## src/hdl/ecg_bandpass_biquad_cascade_unit_assert.svh

```systemverilog
// Assertion macros for the band-pass cascade.
// Each macro expects clk and rst_n in scope.
`ifndef ECG_BANDPASS_BIQUAD_CASCADE_UNIT_ASSERT_SVH
`define ECG_BANDPASS_BIQUAD_CASCADE_UNIT_ASSERT_SVH

// Same-cycle implication.
`define ECG_ASSERT_NOW(label, ante, cons, msg) \
  label: assert property (@(posedge clk) disable iff (!rst_n) (ante) |-> (cons)) \
    else $error(msg);

// Next-cycle implication.
`define ECG_ASSERT_NEXT(label, ante, cons, msg) \
  label: assert property (@(posedge clk) disable iff (!rst_n) (ante) |=> (cons)) \
    else $error(msg);

`endif

```

## src/hdl/ecg_bpf_pkg.sv

```systemverilog
package ecg_bpf_pkg;

  localparam int SEC_N  = 4;
  localparam int SEC_W  = 2;
  localparam int ST_W   = 40;   // delay state and section values, 16 fraction bits
  localparam int FRAC_W = 16;
  localparam int ACC_W  = 44;   // section sum: input less two rounded products, or three rounded products
  localparam int CF_W   = 31;   // Q2.28 coefficient, signed
  localparam int CF_FRAC = 28;
  localparam int HALF_W = 20;   // state word is split into two 20-bit halves
  localparam int MA_W   = HALF_W + 1;
  localparam int PROD_W = MA_W + CF_W;
  localparam int FULL_W = 72;   // exact 40 x 31 product
  localparam int OUT_W  = 24;
  localparam int OUT_FRAC_DROP = FRAC_W - 8;

  typedef enum logic [2:0] {
    ST_IDLE,
    ST_LO,
    ST_HI,
    ST_ACC,
    ST_SATW,
    ST_SATV,
    ST_FIN
  } state_t;

  // Order of the five multiply-adds of one section.
  typedef enum logic [2:0] {
    OP_A1,
    OP_A2,
    OP_B0,
    OP_B1,
    OP_B2
  } op_t;

  // Q2.28, rounded half away from zero from eight-digit decimals.
  localparam longint Q_NUM  = 268435456;
  localparam longint Q_HALF = 50000000;
  localparam longint Q_DEN  = 100000000;

  localparam longint K_A1_0 = (70682283  * Q_NUM + Q_HALF) / Q_DEN;
  localparam longint K_A2_0 = (15621030  * Q_NUM + Q_HALF) / Q_DEN;
  localparam longint K_B0_0 = (28064917  * Q_NUM + Q_HALF) / Q_DEN;
  localparam longint K_B1_0 = (56129834  * Q_NUM + Q_HALF) / Q_DEN;
  localparam longint K_A1_1 = (95028224  * Q_NUM + Q_HALF) / Q_DEN;
  localparam longint K_A2_1 = (54073140  * Q_NUM + Q_HALF) / Q_DEN;
  localparam longint K_A1_2 = (195360385 * Q_NUM + Q_HALF) / Q_DEN;
  localparam longint K_A2_2 = (95423412  * Q_NUM + Q_HALF) / Q_DEN;
  localparam longint K_A1_3 = (198048558 * Q_NUM + Q_HALF) / Q_DEN;
  localparam longint K_A2_3 = (98111344  * Q_NUM + Q_HALF) / Q_DEN;
  localparam longint K_ONE  = (100000000 * Q_NUM + Q_HALF) / Q_DEN;
  localparam longint K_TWO  = (200000000 * Q_NUM + Q_HALF) / Q_DEN;

  function automatic logic signed [CF_W-1:0] coef_f(input logic [SEC_W-1:0] sec,
                                                    input op_t op);
    longint k;
    k = 0;
    unique case (sec)
      2'd0: begin
        unique case (op)
          OP_A1:   k = K_A1_0;
          OP_A2:   k = K_A2_0;
          OP_B0:   k = K_B0_0;
          OP_B1:   k = K_B1_0;
          default: k = K_B0_0;
        endcase
      end
      2'd1: begin
        unique case (op)
          OP_A1:   k = K_A1_1;
          OP_A2:   k = K_A2_1;
          OP_B1:   k = K_TWO;
          default: k = K_ONE;
        endcase
      end
      2'd2: begin
        unique case (op)
          OP_A1:   k = -K_A1_2;
          OP_A2:   k = K_A2_2;
          OP_B1:   k = -K_TWO;
          default: k = K_ONE;
        endcase
      end
      default: begin
        unique case (op)
          OP_A1:   k = -K_A1_3;
          OP_A2:   k = K_A2_3;
          OP_B1:   k = -K_TWO;
          default: k = K_ONE;
        endcase
      end
    endcase
    return k[CF_W-1:0];
  endfunction

endpackage

```

## src/hdl/ecg_bpf_in_if.sv

```systemverilog
interface ecg_bpf_in_if #(
  parameter int SAMPLE_WIDTH = 10
);
  logic                    valid;
  logic                    ready;
  logic [SAMPLE_WIDTH-1:0] sample;

  modport source (output valid, output sample, input ready);
  modport sink   (input valid, input sample, output ready);
endinterface

```

## src/hdl/ecg_bpf_out_if.sv

```systemverilog
interface ecg_bpf_out_if;
  import ecg_bpf_pkg::*;

  logic                    valid;
  logic                    ready;
  logic signed [OUT_W-1:0] filtered;

  modport source (output valid, output filtered, input ready);
  modport sink   (input valid, input filtered, output ready);
endinterface

```

## src/hdl/ecg_bandpass_biquad_cascade_unit.sv

```systemverilog
// The block takes a new sample only in idle, once the last result is in the output register.
// It runs on the single 21 x 31 multiplier: each of the 20 products per
// item takes a low-half pass, a high-half pass and a round-and-accumulate step,
// plus two saturation steps per section and one output rounding step.
// Reset (rst_n low, synchronous) zeroes all delay states, idles the sequencer
// and drops any pending output beat.
module ecg_bandpass_biquad_cascade_unit #(
  parameter int SAMPLE_WIDTH = 10
) (
  input logic          clk,
  input logic          rst_n,
  ecg_bpf_in_if.sink   in_bus,
  ecg_bpf_out_if.source out_bus
);
  import ecg_bpf_pkg::*;

  // Sequencer state
  state_t           state_r, state_nxt;
  logic [SEC_W-1:0] sec_r, sec_nxt;
  op_t              op_r, op_nxt;

  // Datapath registers
  logic signed [ACC_W-1:0]  acc_r, acc_nxt;     // running section sum
  logic signed [ST_W-1:0]   w_r, w_nxt;         // saturated w of the current section
  logic signed [PROD_W-1:0] lo_r, lo_nxt;       // low-half partial product
  logic signed [PROD_W-1:0] hi_r, hi_nxt;       // high-half partial product
  logic signed [ST_W-1:0]   d1_r [SEC_N];
  logic signed [ST_W-1:0]   d2_r [SEC_N];

  // Output register
  logic                    out_valid_r, out_valid_nxt;
  logic signed [OUT_W-1:0] out_data_r, out_data_nxt;

  logic [SAMPLE_WIDTH-1:0]  smp;
  logic                     in_fire;
  logic                     out_free;
  logic                     upd_dly;
  logic signed [ST_W-1:0]   z_sel;
  logic signed [MA_W-1:0]   mul_a;
  logic signed [CF_W-1:0]   mul_b;
  logic signed [PROD_W-1:0] mul_p;
  logic signed [FULL_W-1:0] full_p;
  logic signed [ACC_W-1:0]  rnd_p;
  logic signed [ST_W-1:0]   acc_sat;
  logic signed [ST_W:0]     out_sum;
  logic signed [ST_W-OUT_FRAC_DROP:0] out_rnd;
  logic signed [OUT_W-1:0]  out_sat;

  assign smp      = in_bus.sample;
  assign in_fire  = in_bus.valid && in_bus.ready;
  assign out_free = !out_valid_r || out_bus.ready;

  assign in_bus.ready     = (state_r == ST_IDLE);
  assign out_bus.valid    = out_valid_r;
  assign out_bus.filtered = out_data_r;

  // Operand select: the a1/b1 terms use delay one, a2/b2 delay two, b0 uses w.
  always_comb begin
    case (op_r)
      OP_A1, OP_B1: z_sel = d1_r[sec_r];
      OP_A2, OP_B2: z_sel = d2_r[sec_r];
      default:      z_sel = w_r;
    endcase
  end

  // Shared multiplier: the low half goes in as a positive 21-bit value,
  // the high half with its sign.
  assign mul_a = (state_r == ST_HI) ? {z_sel[ST_W-1], z_sel[ST_W-1:HALF_W]}
                                    : {1'b0, z_sel[HALF_W-1:0]};
  assign mul_b = coef_f(sec_r, op_r);
  assign mul_p = mul_a * mul_b;

  // Rebuild the exact product and round to 16 fraction bits, ties upward.
  assign full_p = (FULL_W'(hi_r) <<< HALF_W) + FULL_W'(lo_r)
                  + (FULL_W'(1) <<< (CF_FRAC - 1));
  assign rnd_p  = full_p[FULL_W-1:CF_FRAC];

  // Saturate the running sum to the 40-bit state range.
  always_comb begin
    if (acc_r[ACC_W-1:ST_W-1] == {(ACC_W-ST_W+1){acc_r[ACC_W-1]}}) begin
      acc_sat = acc_r[ST_W-1:0];
    end else if (acc_r[ACC_W-1]) begin
      acc_sat = {1'b1, {(ST_W-1){1'b0}}};
    end else begin
      acc_sat = {1'b0, {(ST_W-1){1'b1}}};
    end
  end

  // Final rounding: drop 8 fraction bits with +1/2, then saturate to 24 bits.
  assign out_sum = {acc_r[ST_W-1], acc_r[ST_W-1:0]}
                   + (ST_W+1)'(1 <<< (OUT_FRAC_DROP - 1));
  assign out_rnd = out_sum[ST_W:OUT_FRAC_DROP];

  always_comb begin
    if (out_rnd[ST_W-OUT_FRAC_DROP:OUT_W-1] ==
        {(ST_W-OUT_FRAC_DROP-OUT_W+2){out_rnd[ST_W-OUT_FRAC_DROP]}}) begin
      out_sat = out_rnd[OUT_W-1:0];
    end else if (out_rnd[ST_W-OUT_FRAC_DROP]) begin
      out_sat = {1'b1, {(OUT_W-1){1'b0}}};
    end else begin
      out_sat = {1'b0, {(OUT_W-1){1'b1}}};
    end
  end

  // Next state
  always_comb begin
    state_nxt = state_r;
    unique case (state_r)
      ST_IDLE: begin
        if (in_fire) begin
          state_nxt = ST_LO;
        end
      end
      ST_LO:   state_nxt = ST_HI;
      ST_HI:   state_nxt = ST_ACC;
      ST_ACC: begin
        if (op_r == OP_A2) begin
          state_nxt = ST_SATW;
        end else if (op_r == OP_B2) begin
          state_nxt = ST_SATV;
        end else begin
          state_nxt = ST_LO;
        end
      end
      ST_SATW: state_nxt = ST_LO;
      ST_SATV: begin
        if (sec_r == SEC_W'(SEC_N - 1)) begin
          state_nxt = ST_FIN;
        end else begin
          state_nxt = ST_LO;
        end
      end
      ST_FIN: begin
        if (out_free) begin
          state_nxt = ST_IDLE;
        end
      end
      default: state_nxt = ST_IDLE;
    endcase
  end

  // Datapath and output control
  always_comb begin
    sec_nxt       = sec_r;
    op_nxt        = op_r;
    acc_nxt       = acc_r;
    w_nxt         = w_r;
    lo_nxt        = lo_r;
    hi_nxt        = hi_r;
    upd_dly       = 1'b0;
    out_data_nxt  = out_data_r;
    out_valid_nxt = out_valid_r && !out_bus.ready;
    unique case (state_r)
      ST_IDLE: begin
        if (in_fire) begin
          // load the sample as an integer with 16 fraction bits
          acc_nxt = {{(ACC_W-SAMPLE_WIDTH-FRAC_W){1'b0}}, smp, {FRAC_W{1'b0}}};
          sec_nxt = '0;
          op_nxt  = OP_A1;
        end
      end
      ST_LO: lo_nxt = mul_p;
      ST_HI: hi_nxt = mul_p;
      ST_ACC: begin
        if (op_r == OP_A1 || op_r == OP_A2) begin
          acc_nxt = acc_r - rnd_p;
        end else begin
          acc_nxt = acc_r + rnd_p;
        end
        if (op_r != OP_A2 && op_r != OP_B2) begin
          op_nxt = op_t'(op_r + 3'd1);
        end
      end
      ST_SATW: begin
        w_nxt   = acc_sat;
        acc_nxt = '0;
        op_nxt  = OP_B0;
      end
      ST_SATV: begin
        // saturated section output feeds the next section
        acc_nxt = ACC_W'(acc_sat);
        upd_dly = 1'b1;
        op_nxt  = OP_A1;
        if (sec_r != SEC_W'(SEC_N - 1)) begin
          sec_nxt = sec_r + SEC_W'(1);
        end
      end
      ST_FIN: begin
        if (out_free) begin
          out_data_nxt  = out_sat;
          out_valid_nxt = 1'b1;
        end
      end
      default: ;
    endcase
  end

  always_ff @(posedge clk) begin
    if (!rst_n) begin
      state_r     <= ST_IDLE;
      sec_r       <= '0;
      op_r        <= OP_A1;
      out_valid_r <= 1'b0;
    end else begin
      state_r     <= state_nxt;
      sec_r       <= sec_nxt;
      op_r        <= op_nxt;
      out_valid_r <= out_valid_nxt;
    end
  end

  // Delay line: shift the section's two states when its output is done.
  always_ff @(posedge clk) begin
    if (!rst_n) begin
      for (int i = 0; i < SEC_N; i++) begin
        d1_r[i] <= '0;
        d2_r[i] <= '0;
      end
    end else if (upd_dly) begin
      d2_r[sec_r] <= d1_r[sec_r];
      d1_r[sec_r] <= w_r;
    end
  end

  always_ff @(posedge clk) begin
    acc_r      <= acc_nxt;
    w_r        <= w_nxt;
    lo_r       <= lo_nxt;
    hi_r       <= hi_nxt;
    out_data_r <= out_data_nxt;
  end

`include "ecg_bandpass_biquad_cascade_unit_assert.svh"

  `ECG_ASSERT_NEXT(a_sec_hold, (state_r != ST_SATV && state_r != ST_IDLE), $stable(sec_r), "section index moved outside a section boundary")
  `ECG_ASSERT_NEXT(a_acc_clear, (state_r == ST_SATW), (acc_r == '0), "sum not cleared after w saturation")
  `ECG_ASSERT_NEXT(a_fin_out, (state_r == ST_FIN && out_free), (out_valid_r && state_r == ST_IDLE), "finished item did not reach the output register")
  `ECG_ASSERT_NOW(a_busy_out, (state_r != ST_IDLE && state_r != ST_FIN), !in_bus.ready, "input taken while a sample is in flight")

endmodule

```

## src/flat_wrapper.sv

```systemverilog
// flat-port wrapper written by rule: the top's interface ports become plain ports
module ecg_bandpass_biquad_cascade_unit_flat import ecg_bpf_pkg::*;
#(
  parameter int SAMPLE_WIDTH = 10
)
  (clk, rst_n, in_bus_valid, in_bus_sample, in_bus_ready, out_bus_valid, out_bus_filtered, out_bus_ready);
  ecg_bpf_in_if #(.SAMPLE_WIDTH(SAMPLE_WIDTH)) in_bus_i ();
  ecg_bpf_out_if out_bus_i ();
  input logic clk;
  input logic rst_n;
  input wire logic [$bits(in_bus_i.valid)-1:0] in_bus_valid;
  input wire logic [$bits(in_bus_i.sample)-1:0] in_bus_sample;
  output wire logic [$bits(in_bus_i.ready)-1:0] in_bus_ready;
  output wire logic [$bits(out_bus_i.valid)-1:0] out_bus_valid;
  output wire logic [$bits(out_bus_i.filtered)-1:0] out_bus_filtered;
  input wire logic [$bits(out_bus_i.ready)-1:0] out_bus_ready;
  assign in_bus_i.valid = in_bus_valid;
  assign in_bus_i.sample = in_bus_sample;
  assign in_bus_ready = in_bus_i.ready;
  assign out_bus_valid = out_bus_i.valid;
  assign out_bus_filtered = out_bus_i.filtered;
  assign out_bus_i.ready = out_bus_ready;
  ecg_bandpass_biquad_cascade_unit #(.SAMPLE_WIDTH(SAMPLE_WIDTH)) u_core (.clk(clk), .rst_n(rst_n), .in_bus(in_bus_i), .out_bus(out_bus_i));
endmodule
```

## config.mk

```make
export PLATFORM = sky130hd
export DESIGN_NAME = ecg_bandpass_biquad_cascade_unit_flat
export DESIGN_NICKNAME = d
export VERILOG_FILES = /design/src/hdl/ecg_bpf_pkg.sv /design/src/hdl/ecg_bpf_in_if.sv /design/src/hdl/ecg_bpf_out_if.sv /design/src/hdl/ecg_bandpass_biquad_cascade_unit.sv /design/src/flat_wrapper.sv
export VERILOG_INCLUDE_DIRS = /design/src /design/src/hdl
export SDC_FILE = /design/constraint.sdc
export NUM_CORES = 2
export LEC_CHECK = 0
export BUFFER_PORTS_ARGS = -buffer_cell sky130_fd_sc_hd__clkbuf_2
export CORE_ASPECT_RATIO = 1.25
export CORE_MARGIN = 10
export CORE_UTILIZATION = 60
export CTS_CLUSTER_DIAMETER = 100
export DETAILED_ROUTE_END_ITERATION = 10
export PLACE_DENSITY = 0.82
export SKIP_CTS_REPAIR_TIMING = 1
export SLEW_MARGIN = 20
export SYNTH_ARGS = -nofsm -noshare
export SYNTH_HDL_FRONTEND = slang
export SYNTH_SLANG_ARGS = --single-unit
```

## constraint.sdc

```tcl
create_clock -name clk -period 10.3 [get_ports clk]
set_input_delay 2.575 -clock clk [delete_from_list [all_inputs] [get_ports clk]]
set_output_delay 2.575 -clock clk [all_outputs]
set_load 0.02 [all_outputs]
```

# Yosys cells after proc, flatten, opt, wreduce, memory -nomap -nowiden
# Memory sizes are Yosys's and may differ from the RTL's. A register that Yosys moved wholly into a read port is not among the register bits.
# Index checks and enable logic that the tools add are counted.
[classes]
n_addsub = 7
mul = 1
n_eq_ne = 21
muxes = 43
n_reduce_logical = 21
[op_table]
columns = ["operator", "n"]
rows = [
  ["$pmux 31 s3", 3],
  ["$pmux 44 s4", 1],
  ["$mux 40", 4],
  ["$pmux 30 s3", 1],
  ["$mux 44", 2],
  ["$pmux 28 s3", 1],
  ["$pmux 40 s2", 1],
  ["$reduce_or 40->1", 2],
  ["$add 72x29->72 const B", 1],
  ["$add 72x52->72", 1],
  ["$mul 21x31->52", 1],
  ["$mux 24", 2],
  ["$add 44x44->44", 1],
  ["$sub 44x44->44", 1],
  ["$add 40x9->41 const B", 1],
  ["$mux 21", 1],
  ["$mux 3", 7],
  ["$pmux 3 s7", 1],
  ["$mux 2", 8],
  ["$eq 3x3->1 const B", 4],
  ["$pmux 3 s4", 1],
  ["$eq 3x2->1 const B", 3],
  ["$eq 9x9->1", 1],
  ["$mux 1", 9],
  ["21 further kinds", 35],
]
[totals]
reg_bits = 221
ram_bits = 320
in_bits = 14
wordCells = 104
n_memories = 2
[memory_table]
columns = ["name", "depth", "word_bits", "read_ports", "rd_ports_with_merged_regs", "write_ports", "line_no", "rtl"]
rows = [
  ["u_core.d1_r", 4, 40, 1, 1, 4, "ecg_bandpass_biquad_cascade_unit.sv:27", "logic signed [ST_W-1:0] d1_r [SEC_N];"],
  ["u_core.d2_r", 4, 40, 1, 1, 4, "ecg_bandpass_biquad_cascade_unit.sv:28", "logic signed [ST_W-1:0] d2_r [SEC_N];"],
]

# Depth between registers and ports, before layout
[depth]
depth_word = 7
mapped_depth = 39

# Worst setup path after synthesis
# OpenSTA, ideal clock, no wires.
[synth_path]
path_kind = "register -> register"
startpoint = "register u_core.state_r[1]"
endpoint = "register u_core.hi_r[51] (data pin)"
arrival_ns = 10.263
setup_slack_ns = -0.229
path_stages_with_launch = 37
n_path_buf = 5
period_less_slack_ns = 10.529
cell_sequence = "dfxtp_1 clkbuf_1 nand2b_1 clkbuf_1 nand2b_1 clkbuf_1 inv_1 clkbuf_1 mux2i_1 o21ai_1 clkbuf_1 nand2_1 fa_1 inv_1 fa_1 inv_1 fa_1 inv_1 fa_1 fa_1 fa_1 inv_1 fa_1 inv_1 ha_1 a21o_1 a21oi_1 o21ai_0 a221oi_1 a311o_1 a21boi_0 a21oi_1 o21ai_0 a211o_1 a21oi_1 o21ai_0 xnor2_1"
[synth_between]
elab_chain_len = 3
[synth_rtl]
columns = ["element", "line_no", "rtl"]
rows = [
  ["start, declared", "ecg_bandpass_biquad_cascade_unit.sv:18", "state_t state_r, state_nxt;"],
  ["start signal, assigned", "ecg_bandpass_biquad_cascade_unit.sv:205", "state_r <= state_nxt;"],
  ["$eq 3x2->1", "ecg_bandpass_biquad_cascade_unit.sv:68", "assign mul_a = (state_r == ST_HI) ? {z_sel[ST_W-1], z_sel[ST_W-1:HALF_W]}"],
  ["$mux 21", "ecg_bandpass_biquad_cascade_unit.sv:68", ""],
  ["$mul 21x31->52", "ecg_bandpass_biquad_cascade_unit.sv:71", "assign mul_p = mul_a * mul_b;"],
  ["via u_core.mul_p[51]", "ecg_bandpass_biquad_cascade_unit.sv:41", "logic signed [PROD_W-1:0] mul_p;"],
  ["end signal, assigned", "ecg_bandpass_biquad_cascade_unit.sv:229", "hi_r <= hi_nxt;"],
  ["end, declared", "ecg_bandpass_biquad_cascade_unit.sv:26", "logic signed [PROD_W-1:0] hi_r, hi_nxt;"],
]
# The timed path passes the listed nets, and every way through them passes these cells.
# A chain may end at the register's enable or synchronous reset.

# Worst setup path in the final report
[layout_path]
startpoint = "register u_core.op_r[0]"
endpoint = "register u_core.lo_r[48] (data pin)"
[layout_between]
elab_chain_len = 5
[layout_rtl]
columns = ["element", "line_no", "rtl"]
rows = [
  ["start, declared", "ecg_bandpass_biquad_cascade_unit.sv:20", "op_t op_r, op_nxt;"],
  ["start signal, assigned", "ecg_bandpass_biquad_cascade_unit.sv:207", "op_r <= op_nxt;"],
  ["$eq 3x3->1, or another cell as far along", "ecg_bandpass_biquad_cascade_unit.sv:59", "case (op_r)"],
  ["$reduce_or 2->1", "ecg_bandpass_biquad_cascade_unit.sv:59", ""],
  ["$pmux 40 s2", "ecg_bandpass_biquad_cascade_unit.sv:59", ""],
  ["$mux 21", "ecg_bandpass_biquad_cascade_unit.sv:68", ""],
  ["$mul 21x31->52 (*)", "ecg_bandpass_biquad_cascade_unit.sv:71", ""],
  ["via u_core.mul_p[48]", "ecg_bandpass_biquad_cascade_unit.sv:41", ""],
  ["end signal, assigned", "ecg_bandpass_biquad_cascade_unit.sv:228", "lo_r <= lo_nxt;"],
  ["end, declared", "ecg_bandpass_biquad_cascade_unit.sv:25", "logic signed [PROD_W-1:0] lo_r, lo_nxt;"],
]
# The timed path passes the listed nets; every way through them passes the cells marked *.

==> results.sh <==
export IMPL_post_route_drc_count=0
export IMPL_final_util_pct=64.7
export IMPL_syn_area_um2=52500
export IMPL_cts_buffers=51
export IMPL_cts_root_buf="clkbuf_16"
export IMPL_status="finished, final reports clean"
export IMPL_ys_seq_area_share_pct=29.7
export IMPL_overflow=0
export IMPL_critPathMostFrequentCell="fa_1"
export IMPL_r2r_slack_ns=0.44
export IMPL_period_share_pct=95.7
export IMPL_grt_max_degree=82
export IMPL_first_global_vias=40400
export IMPL_synth_nets=6083
export IMPL_cp_slowest_stage_delay_ns=0.57
export IMPL_crit_fanout=23
export IMPL_area_growth_pct=7.08
export IMPL_die_area_um2=99800
export IMPL_tightest_slew_ns=1.10
export IMPL_core_um2=86900
export IMPL_portBuffers=39
export IMPL_path_clk_slew_ns=0.07
export IMPL_ys_ff_latch=523
export IMPL_ff_latch_area_um2=15600
export IMPL_fill_cells=6763
export IMPL_cp_start_kind="flop"
export IMPL_syn_mean_instance_area_um2=10.2
export IMPL_worstSetupPathType="reg -> reg"
export IMPL_numClockSinks=523
export IMPL_clockBufferDepth=3
export IMPL_slew_violations=0
export IMPL_ys_types=93
export IMPL_via_per_inst=6.18
export IMPL_cp_end_kind="flop"
export IMPL_crit_required_ns=10.68
export IMPL_drt_initial_drc_count=3723
export IMPL_setup_viol=0
export IMPL_wire_per_inst_um=23.2
export IMPL_nets=6076
export IMPL_gp_congestion=0.990
export IMPL_multi_input_area_um2=33100
export IMPL_placed_area_um2=54500
export IMPL_cap_violations=0
export IMPL_synth_edf_count=512
export IMPL_rows=121
export IMPL_min_delay_path_class="reg -> reg"
export IMPL_hold_depth=1
export IMPL_reg2reg_depth=35
export IMPL_grt_pass1_wl_um=229000
export IMPL_h_tree_depth=2
export IMPL_wirelength_um=147000
export IMPL_initial_core_util_pct=60.4
export IMPL_final_hold_violation_count=0
export IMPL_syn_inst=5135
export IMPL_grt_use_total_pct=29.6
export IMPL_die_w_um=285
export IMPL_clk_insertion_delay_late_ns=0.64
export IMPL_cts_tree="yes"
export IMPL_fp_dieH_um=351
export IMPL_layout_drive_gt1_share_pct=8.09
export IMPL_dr_pass1_iters=6
export IMPL_vias=39200
export IMPL_min_period_ns=9.86
export IMPL_skew_ns=0.0508
export IMPL_dp_hpwl_um=113000
export IMPL_slowest_stage="fa_1"
export IMPL_antenna_found_initial=4
export IMPL_synthArstFlopShare_pct=0
export IMPL_fmax_mhz=101
export IMPL_ys_flop_type="edfxtp_1"
export IMPL_relSlewSlack_pct=26.4
export IMPL_final_cell_area_um2=56200
export IMPL_io_pins=40
export IMPL_ant_nets=0
export IMPL_crit_arrival_ns=10.24
export IMPL_yosysWarnings=0
-- placed cells by master, fill, tap and decap left out, types with 10 or more instances in the layout --
cell type	instances
inv_1	823
fa_1	651
nand2_1	556
edfxtp_1	512
nor2_1	339
ha_1	283
and2_1	211
a21oi_1	189
and3_1	179
buf_4	140
a21o_1	133
xnor2_1	114
o21ai_0	87
mux4_2	80
xor2_1	78
mux2i_1	53
clkbuf_16	51
a31oi_1	41
nand2b_1	39
clkbuf_2	39
nand3_1	38
nor3_1	34
nand4_1	34
a22o_1	31
o22ai_1	30
o21a_1	27
o21ai_1	24
nor2b_1	23
o21bai_1	22
a211oi_1	19
or2_2	15
clkbuf_1	15
o211ai_1	14
o21ai_2	14
or3_1	14
a22oi_1	12
clkinv_1	12
o2bb2ai_1	10
-- worst paths after layout --
path	from	to
worst max-delay path	u_core.op_r[0]	u_core.lo_r[48]
worst min-delay path	u_core.w_r[20]	u_core.d1_r[2][20]
worst max register to register	u_core.op_r[0]	u_core.lo_r[48]
worst min register to register	u_core.w_r[20]	u_core.d1_r[2][20]
-- layer usage --
metal / routed length [µm] / GRT usage [%] / vias to the layer above / share of wire [%]
li1: - / - / 17000 / -
met1: 50700 / 34.5 / 19600 / 34
met2: 72700 / 50.6 / 2050 / 49
met3: 11800 / 4.34 / 569 / 8.0
met4: 11800 / 19.9 / 2 / 8.0
met5: 13 / 0 / - / 0.0088
-- critical path: cells and delay by family (launching register included) --
family / cells / cell delay, ns
simple gates: 5 / 1.08
xor+xnor: 1 / 0.17
flops: 1 / 0.50
buf+inv: 8 / 1.23
fa+ha+maj: 9 / 4.07
compound gates: 12 / 2.57
-- synth_stat cells, drive strengths merged (31+ instances only) --
cell	n	area share [%]
a21o	135	1.9
nor3	40	0.41
mux2i	54	1.0
clkbuf	227	1.6
fa	651	25
xnor2	114	1.9
nand2b	42	0.50
xor2	78	1.3
ha	283	6.7
nand2	559	4.0
nor2	346	2.5
mux4	80	3.4
nand3	38	0.36
inv	825	5.9
a21oi	196	1.9
and3	179	2.1
a31oi	42	0.51
o21ai	126	1.2
nand4	34	0.41
and2	213	2.5
a22o	31	0.52
edfxtp	512	29
-- layout make-up --
type	instances	share of cell area, %
inverters	827	5.52
clock inverters	27	0.481
well taps	1168	2.60
flip-flops and latches	523	27.8
multi-input cells	3541	58.9
clock buffers	66	2.37
repair buffers	184	2.41
diodes	3	0.0134
-- cells by family (layout without fill, tap and decap cells) --
logic type      after synthesis  after routing  synth area share [%]
mux                         136            136                  4.50
simple gates               1529           1529                  13.9
compound gates              750            750                  9.46
xor+xnor                    192            192                  3.20
buf+inv                    1071           1104                  7.68
flops                       523            523                  29.7
other cells                   0              3                     0
fa+ha+maj                   934            934                  31.6
-- stage by stage --
stage	worst slack, ns	setup TNS [ns]	std cells	hold slack (ns)
6_report	0.439	0	6339	0.614
5_1_grt	-0.00399	-0.00717	6336	0.646
4_1_cts	0.223	0	6335	0.599
3_5_place_dp	0.249	0	6242	0.581
3_3_place_gp	0.480	0	6242	0.580
2_1_floorplan	0.690	0	5135	0.531
-- registers in the layout, indices dropped and copies added (netlist names), 2 cells and up, named ones only --
register / flops
u_core.d1_r: 160
u_core.d2_r: 160
u_core.hi_r: 52
u_core.acc_r: 44
u_core.w_r: 40
u_core.lo_r: 32
u_core.out_bus.filtered: 24
u_core.op_r: 3
u_core.state_r: 3
u_core.sec_r: 2
Power is not shown: default switching activity piles up to over one toggle a cycle in this logic, so the estimate is an artifact.
